File: src/rtl/acl_pkg.sv
// Shared types and constants for the ACL permission evaluator.
`default_nettype none
package acl_pkg;
  localparam int MAX_ENTRIES_DEF = 64;
  localparam int MAX_GROUPS_DEF  = 32;
  localparam int FIFO_DEPTH      = 2;

  localparam logic [1:0] MODE_ENTRY = 2'd0;
  localparam logic [1:0] MODE_GROUP = 2'd1;
  localparam logic [1:0] MODE_EVAL  = 2'd2;

  localparam logic [2:0] KIND_OWNER   = 3'd0;
  localparam logic [2:0] KIND_OWN_GRP = 3'd1;
  localparam logic [2:0] KIND_EVERY   = 3'd2;
  localparam logic [2:0] KIND_USER    = 3'd3;
  localparam logic [2:0] KIND_GROUP   = 3'd4;

  localparam logic [2:0] REG_MODE    = 3'd0;
  localparam logic [2:0] REG_OWNMASK = 3'd1;
  localparam logic [2:0] REG_GRPMASK = 3'd2;
  localparam logic [2:0] REG_OTHMASK = 3'd3;
  localparam logic [2:0] REG_OWNER   = 3'd4;
  localparam logic [2:0] REG_GROUP   = 3'd5;
  localparam logic [2:0] REG_VALID   = 3'd6;
  localparam logic [2:0] REG_CLEAR   = 3'd7;

  // Queued word from front to back.
  typedef struct packed {
    logic [1:0]  mode;
    logic [5:0]  slot;
    logic [4:0]  kind;
    logic [31:0] bits;
    logic [31:0] ident;
    logic [31:0] user;
    logic [6:0]  nent;
    logic [5:0]  ngrp;
  } cmd_t;

  // Configuration register set.
  typedef struct packed {
    logic [1:0]  flags;
    logic [31:0] own_mask;
    logic [31:0] grp_mask;
    logic [31:0] oth_mask;
    logic [31:0] owner_id;
    logic [31:0] group_id;
    logic [31:0] valid_mask;
    logic [31:0] clear_mask;
  } cfg_t;
endpackage
`default_nettype wire

File: src/rtl/acl_front.sv
// Front end: accepts words, saturates counts, queues commands.
`default_nettype none
module acl_front #(
  parameter int MAX_ENTRIES = acl_pkg::MAX_ENTRIES_DEF,
  parameter int MAX_GROUPS  = acl_pkg::MAX_GROUPS_DEF
) (
  input  wire logic         clk,
  input  wire logic         rst,
  input  wire logic         start,
  output logic              busy,
  input  wire logic [1:0]   mode,
  input  wire logic [5:0]   slot,
  input  wire logic [2:0]   ace_kind,
  input  wire logic         ace_allow,
  input  wire logic         ace_inherit_only,
  input  wire logic [31:0]  ace_bits,
  input  wire logic [31:0]  ace_id,
  input  wire logic [31:0]  process_group,
  input  wire logic [31:0]  request_user,
  input  wire logic [6:0]   entry_count,
  input  wire logic [5:0]   group_count,
  output acl_pkg::cmd_t     q_data,
  output logic              q_valid,
  input  wire logic         q_pop
);
  import acl_pkg::*;
  localparam int PW = $clog2(FIFO_DEPTH);

  cmd_t            mem [FIFO_DEPTH];
  logic [PW-1:0]   wp, rp;
  logic [PW:0]     cnt;
  cmd_t            c;
  logic            push;

  // Build command; counts saturate, group load reuses the bits field.
  always_comb begin
    c.mode  = mode;
    c.slot  = slot;
    c.kind  = {ace_inherit_only, ace_allow, ace_kind};
    c.bits  = (mode == MODE_GROUP) ? process_group : ace_bits;
    c.ident = ace_id;
    c.user  = request_user;
    c.nent  = (32'(entry_count) > MAX_ENTRIES) ? 7'(MAX_ENTRIES) : entry_count;
    c.ngrp  = (32'(group_count) > MAX_GROUPS) ? 6'(MAX_GROUPS) : group_count;
  end

  assign busy    = (cnt == (PW+1)'(FIFO_DEPTH));
  assign push    = start && !busy && (mode != 2'd3);
  assign q_valid = (cnt != '0);
  assign q_data  = mem[rp];

  // Queue storage and pointers.
  always_ff @(posedge clk) begin
    if (push) mem[wp] <= c;
    if (rst) begin
      wp <= '0; rp <= '0; cnt <= '0;
    end else begin
      if (push) wp <= wp + 1'b1;
      if (q_pop) rp <= rp + 1'b1;
      cnt <= cnt + (PW+1)'(push) - (PW+1)'(q_pop);
    end
  end

  a_no_over: assert property (@(posedge clk) disable iff (rst)
    busy |-> !push) else $error("push into full queue");
  a_pop_valid: assert property (@(posedge clk) disable iff (rst)
    q_pop |-> q_valid) else $error("pop from empty queue");
  a_cnt_rng: assert property (@(posedge clk) disable iff (rst)
    cnt <= (PW+1)'(FIFO_DEPTH)) else $error("queue count overflow");
endmodule
`default_nettype wire

File: config.mk
export PLATFORM = sky130hd
export DESIGN_NAME = acl_front
export DESIGN_NICKNAME = d
export VERILOG_FILES = /design/src/rtl/acl_pkg.sv /design/src/rtl/acl_front.sv
export SDC_FILE = /design/constraint.sdc
export NUM_CORES = 1
export LEC_CHECK = 0
export ABC_AREA = 0
export BUFFER_PORTS_ARGS = -buffer_cell sky130_fd_sc_hd__buf_4
export CORE_ASPECT_RATIO = 0.6
export CORE_MARGIN = 2
export CORE_UTILIZATION = 42
export CTS_CLUSTER_DIAMETER = 200
export DETAILED_ROUTE_END_ITERATION = 8
export PLACE_DENSITY_LB_ADDON = 0.05
export SYNTH_ARGS = -nofsm -noshare
export SYNTH_HDL_FRONTEND = slang
export SYNTH_SLANG_ARGS = --single-unit
File: constraint.sdc
create_clock -name clk -period 7.23 [get_ports clk]
set_clock_uncertainty 0.15 [all_clocks]
set_input_delay 0.723 -clock clk [delete_from_list [all_inputs] [get_ports clk]]
set_output_delay 0.723 -clock clk [all_outputs]
set_load 0.05 [all_outputs]
==> results of run 1 <==
layer usage:
| metal | vias up | global-route usage (%) |
|---|---|---|
| met4 | 0 | 3.63 |
| met3 | 30 | 3.96 |
| met5 | - | 0 |
| li1 | 2357 | - |
| met2 | 156 | 24.8 |
| met1 | 2473 | 21.5 |
synthesized netlist by cell type, drive strengths merged:
library cell	number
nand3b	1
inv	2
ha	2
xor2	1
nor3	1
clkbuf	2
mux2	155
nor2	7
nand2	1
xnor2	1
edfxtp	244
dfxtp	5
or2	1
buf	18
and2	1
nor2b	14
cell families after synthesis:
| family | synth area share (%) |
|---|---|
| AND/OR/NAND/NOR | 1.57 |
| buffers and inverters | 2.03 |
| flip-flops | 75.1 |
| XOR/XNOR | 0.177 |
| multiplexers | 20.8 |
| adder cells (fa/ha/maj) | 0.253 |
layout make-up:
cell class	count	area, um2
multi-input cells	185	2280
clock inverters	8	65.1
well taps	315	394
flip-flops and latches	249	7430
clock buffers	32	682
inverters	2	7.51
repair buffers	285	2160
fillers	1791	10100
per-stage QoR:
step,cells,area (um2)
final,1076,13000
after global routing,1076,13000
after floorplan,456,9890
after CTS,1076,13000
after global placement,1036,12300
after detailed placement,1036,12300
power by group through the flow:
stage	Combinational, mW	Sequential (mW)	Clock [mW]
2_1_floorplan	0.605	1.79	0
3_3_place_gp	0.843	1.79	0
3_5_place_dp	0.852	1.79	0
4_1_cts	0.853	1.77	1.23
5_1_grt	0.882	1.77	1.29
6_report	0.842	1.76	1.19
path summary, 6_finish.rpt:
path | from | to | slack (ns) | cells after the start
worst max-delay path | flip-flop | q_data[121] | 3.46 | 3
worst min-delay path | request_user[8] | mem[0][21] | 0.25 | 1
worst max register to register | cnt[1] | mem[0][72] | 4.73 | 4
worst min register to register | cnt[1] | cnt[1] | 0.37 | 2
registers in the layout (all words and copies together) (netlist names), named ones only:
register  cells
wp            1
cnt           2
rp            1
mem         244
==> run_results.csv, run 1 <==
group,metric,value,unit
power_and_ir_drop,power.switching,1.06,mW
min_path,hp-class,"input port to flip-flop",
clock_network,cts_root_buffer,"clkbuf_16",
grt,grt_pass1_vias,5136,
setup_path,critPathTopFamily,"buffers and inverters",
placement,io_buffers,281,
power_and_ir_drop,ir_drop,149,uV
clock_network,cts_setup_buffers,0,
power_and_ir_drop,intPower,2.73,mW
floorplan,die-area,24800,um2
synthesis,synth_area_leader_cell,"edfxtp_1",
power_and_ir_drop,power_frac_clock,31.4,%
setup_path,crit_fanout,55,
sta,relSlewSlack,36.8,%
run_status,status,"completed",
floorplan,rows,43,
synthesis,synth_seq_cells,249,
grt,overflow,0,
synthesis,netlist_top_cells_area,"edfxtp_1, mux2_4, mux2_2, buf_6, dfxtp_1",
sta,worst_pin_slew,0.946,ns
sta,rsz0062_at_grt,"no",
setup_path,worstPathArrival,2.90,ns
setup_path,crit_path_end_kind,"output pin",
setup_path,cp.required,6.36,ns
power_and_ir_drop,power_density,292,nW/um2
placement,dp_hpwl,13300,um
clock_network,cts-buffers-inserted,25,
floorplan,die_x,202,um
grt,antenna_found_initial,0,
detailed_routing,routed_wl,19800,um
power_and_ir_drop,report.power.total,3.80,mW
setup_path,crit_slowest_cell,"dfxtp_4",
floorplan,core,23100,um2
power_and_ir_drop,switching_share,28.0,%
detailed_routing,detail_route.wl_per_cell,18.4,um
setup_path,crit_chain,"buf_4 > mux2_2 > buf_4",
clock_network,post_cts_resize_count,0,
sta,setup_viol,0,
layout,mostFrequentLayoutCell,"buf_4",
layout,drive_gt1_share,62.8,%
sta,holdWs,0.246,ns
layout,area_delta_synth_final,31.8,%
sta,final_hold_viol_count,0,
power_and_ir_drop,p_leak,5.05,nW
clock_network,cts_buffer_depth,3,
clock_network,clock_latency,0.50,ns
setup_path,crit_type,"flip-flop to output pin",
layout,antenna-diode-count,0,
sta,setup_slack,3.46,ns
detailed_routing,routed.top_layer,"met4",
synthesis,synth_area,9890,um2
setup_path,worst_path_most_repeated_cell,"buf_4",
flow_run,drv_cap,0,
synthesis,netlist.area_leader.share,74.1,%
setup_path,slowest_delay,0.85,ns
layout,num-nets-final,908,
grt,grt_usage,15.5,%
setup_path,start_kind,"flip-flop",
floorplan,boundaryPins,282,
synthesis,yosysWarnings,0,
synthesis,syn_inst,456,
detailed_routing,drtIter0Drc,278,
clock_network,htree_levels,1,
placement,pre_cts_ws,3.95,ns
detailed_routing,drt-met1-wl,8790,um
detailed_routing,wl_met3,1350,um
power_and_ir_drop,p_comb_share,22.2,%
detailed_routing,vias,5016,
floorplan,start_util,42.8,%
grt,grt_pass1_wl,29400,um
setup_path,crit_buf_inv,2,
detailed_routing,ant_nets,0,
placement,place_congestion,0.770,
power_and_ir_drop,p_seq_share,46.4,%
detailed_routing,first_pass_iters,4,
clock_network,cts_tree,"built",
detailed_routing,drc,0,
clock_network,clkSlewWorstSetupHoldPaths,0.06,ns
clock_network,cts_hold_buf,0,
detailed_routing,wl_met2,9360,um
grt,grt_max_degree,95,
sta,maxSlewViolCount,0,
detailed_routing,routed_via_density,4.66,
sta,clock.fmax,265,MHz
sta,final.min_clock_period,3.77,ns
synthesis,synth_area_per_cell,21.7,um2
layout,final_cell_mix,"buf_4, edfxtp_1, mux2_4, mux2_2, clkbuf_16",
synthesis,yosys.cell_types.count,20,
clock_network,cts.sinks,249,
sta,finalSetupTns,0,ns
synthesis,syn-num-nets,616,
sta,finalCritPeriodShare,52.2,%
floorplan,die_y,123,um
layout,fin_util,56.4,%
synthesis,seq_area_frac_synth,75.1,%
(Power assumes the default switching activity.)
==> run 2: changes to the inputs <==
==> constraint.sdc (replaced) <==
create_clock -name clk -period 3.7 [get_ports clk]
set_clock_uncertainty 0.15 [all_clocks]
set_input_delay 0.37 -clock clk [delete_from_list [all_inputs] [get_ports clk]]
set_output_delay 0.37 -clock clk [all_outputs]
set_load 0.05 [all_outputs]
==> run 2 against run 1 <==
- highest routed layer unchanged
- non-clock buffer count is 84 higher
- largest power group unchanged
- sequential power is 95% higher
- setup slack worse by 2.5 ns
==> run_results.csv, run 2 (synthesis results as in run 1) <==
group,metric,value,unit
grt,grt_usage,16.4,%
clock_network,cts_buffer_depth,3,
detailed_routing,routed_wl,20700,um
layout,area_delta_synth_final,40.1,%
floorplan,die-area,24800,um2
grt,grt_pass1_wl,31400,um
layout,num-nets-final,991,
detailed_routing,vias,5385,
sta,setup_viol,0,
setup_path,crit_type,"flip-flop to output pin",
layout,antenna-diode-count,0,
placement,dp_hpwl,13700,um
clock_network,cts_setup_buffers,0,
layout,regMostFlops,"mem",
setup_path,crit_fanout,27,
layout,final_cell_mix,"buf_4, edfxtp_1, mux2_4, dlygate4sd3_1, mux2_2",
detailed_routing,drtIter0Drc,222,
sta,finalCritPeriodShare,73.3,%
grt,grt_pass1_vias,5723,
detailed_routing,drt-met1-wl,9250,um
power_and_ir_drop,report.power.total,7.50,mW
sta,clock.fmax,369,MHz
power_and_ir_drop,ir_drop,322,uV
detailed_routing,ant_nets,0,
placement,dpl.cell_count,1039,
sta,worst_pin_slew,0.982,ns
detailed_routing,wl_met3,1210,um
setup_path,cp.required,3.18,ns
clock_network,clock_latency,0.50,ns
clock_network,clkSlewWorstSetupHoldPaths,0.06,ns
layout,mostFrequentLayoutCell,"buf_4",
sta,relSlewSlack,34.4,%
setup_path,crit_path_end_kind,"output pin",
flow_run,drv_cap,0,
power_and_ir_drop,p_leak,5.41,nW
layout,fin_cells,1163,
floorplan,boundaryPins,282,
clock_network,cts_root_buffer,"clkbuf_16",
floorplan,core,23100,um2
grt,overflow,0,
grt,antenna_found_initial,0,
clock_network,cts.sinks,249,
clock_network,htree_levels,1,
placement,io_buffers,281,
sta,final.min_clock_period,2.71,ns
power_and_ir_drop,power_density,541,nW/um2
grt,grt_max_degree,69,
floorplan,die_y,123,um
setup_path,r2r_setup_slack,1.60,ns
detailed_routing,first_pass_iters,4,
setup_path,start_kind,"flip-flop",
placement,postPlaceCellArea,12300,um2
sta,maxSlewViolCount,0,
detailed_routing,routed_via_density,4.63,
layout,final_area,13900,um2
layout,reg_top3,"mem (244), cnt (2)",
placement,place_congestion,0.750,
layout,drive_gt1_share,56.8,%
sta,rsz0062_at_grt,"no",
detailed_routing,wl_met2,9860,um
clock_network,cts_tree,"built",
clock_network,cts-buffers-inserted,24,
run_status,status,"completed",
layout,largest_reg_flops,244,
floorplan,rows,43,
detailed_routing,detail_route.wl_per_cell,17.8,um
detailed_routing,drc,0,
min_path,hp-class,"input port to flip-flop",
floorplan,start_util,42.8,%
detailed_routing,routed.top_layer,"met4",
floorplan,die_x,202,um
sta,final_hold_viol_count,0,
setup_path,worstPathArrival,2.19,ns
-- run 2: per-layer routing --
metal  up-vias  global-route usage (%)
met5         -                       0
met4         0                    4.04
met3        30                    3.80
met2       177                    27.0
met1      2650                    22.4
li1       2528                       -
-- run 2: critical path: stages, from the launching register on --
cell and delay, ns:
dfxtp_4 0.61, buf_4 0.50, mux2_4 0.37, buf_4 0.19
-- run 2: final cells by class --
cell class / count / area [um2]
multi-input cells: 185 / 2280
fillers: 1746 / 9230
clock inverters: 16 / 121
clock buffers: 27 / 633
inverters: 2 / 7.51
repair buffers: 369 / 2990
well taps: 315 / 394
flip-flops and latches: 249 / 7430
-- run 2: per-stage QoR --
| step | utilization, % | worst slack, ns | hold WS, ns | setup TNS (ns) |
|---|---|---|---|---|
| 2_1_floorplan | - | -0.926 | 0.292 | -225.91 |
| 3_3_place_gp | 53.2 | 1.48 | 0.349 | 0 |
| 3_5_place_dp | 53.2 | 1.47 | 0.346 | 0 |
| 4_1_cts | 60.0 | 0.923 | 0.00862 | 0 |
| 5_1_grt | 60.0 | 0.873 | 0.0163 | 0 |
| 6_report | 60.0 | 0.987 | 0.0239 | 0 |
-- run 2: worst paths after layout --
check,endpoint,startpoint,cells after the start
setup / recovery,q_data[56],flip-flop,3
hold / removal,rp,q_pop,3
setup reg to reg,mem[1][80],cnt[1],4
hold reg to reg,cnt[1],cnt[1],2
-- run 2: timing repair --
action,4_1_cts,5_1_grt
hold buffers,81,0
resized for setup,0,0
hold endpoints to repair,162,0
-- run 2: power breakdown --
group	leakage [nW]	total (mW)	internal, mW	switching [mW]
Combinational	2.73	1.74	0.678	1.06
Sequential	2.30	3.43	3.37	0.0669
Clock	0.377	2.33	1.36	0.967
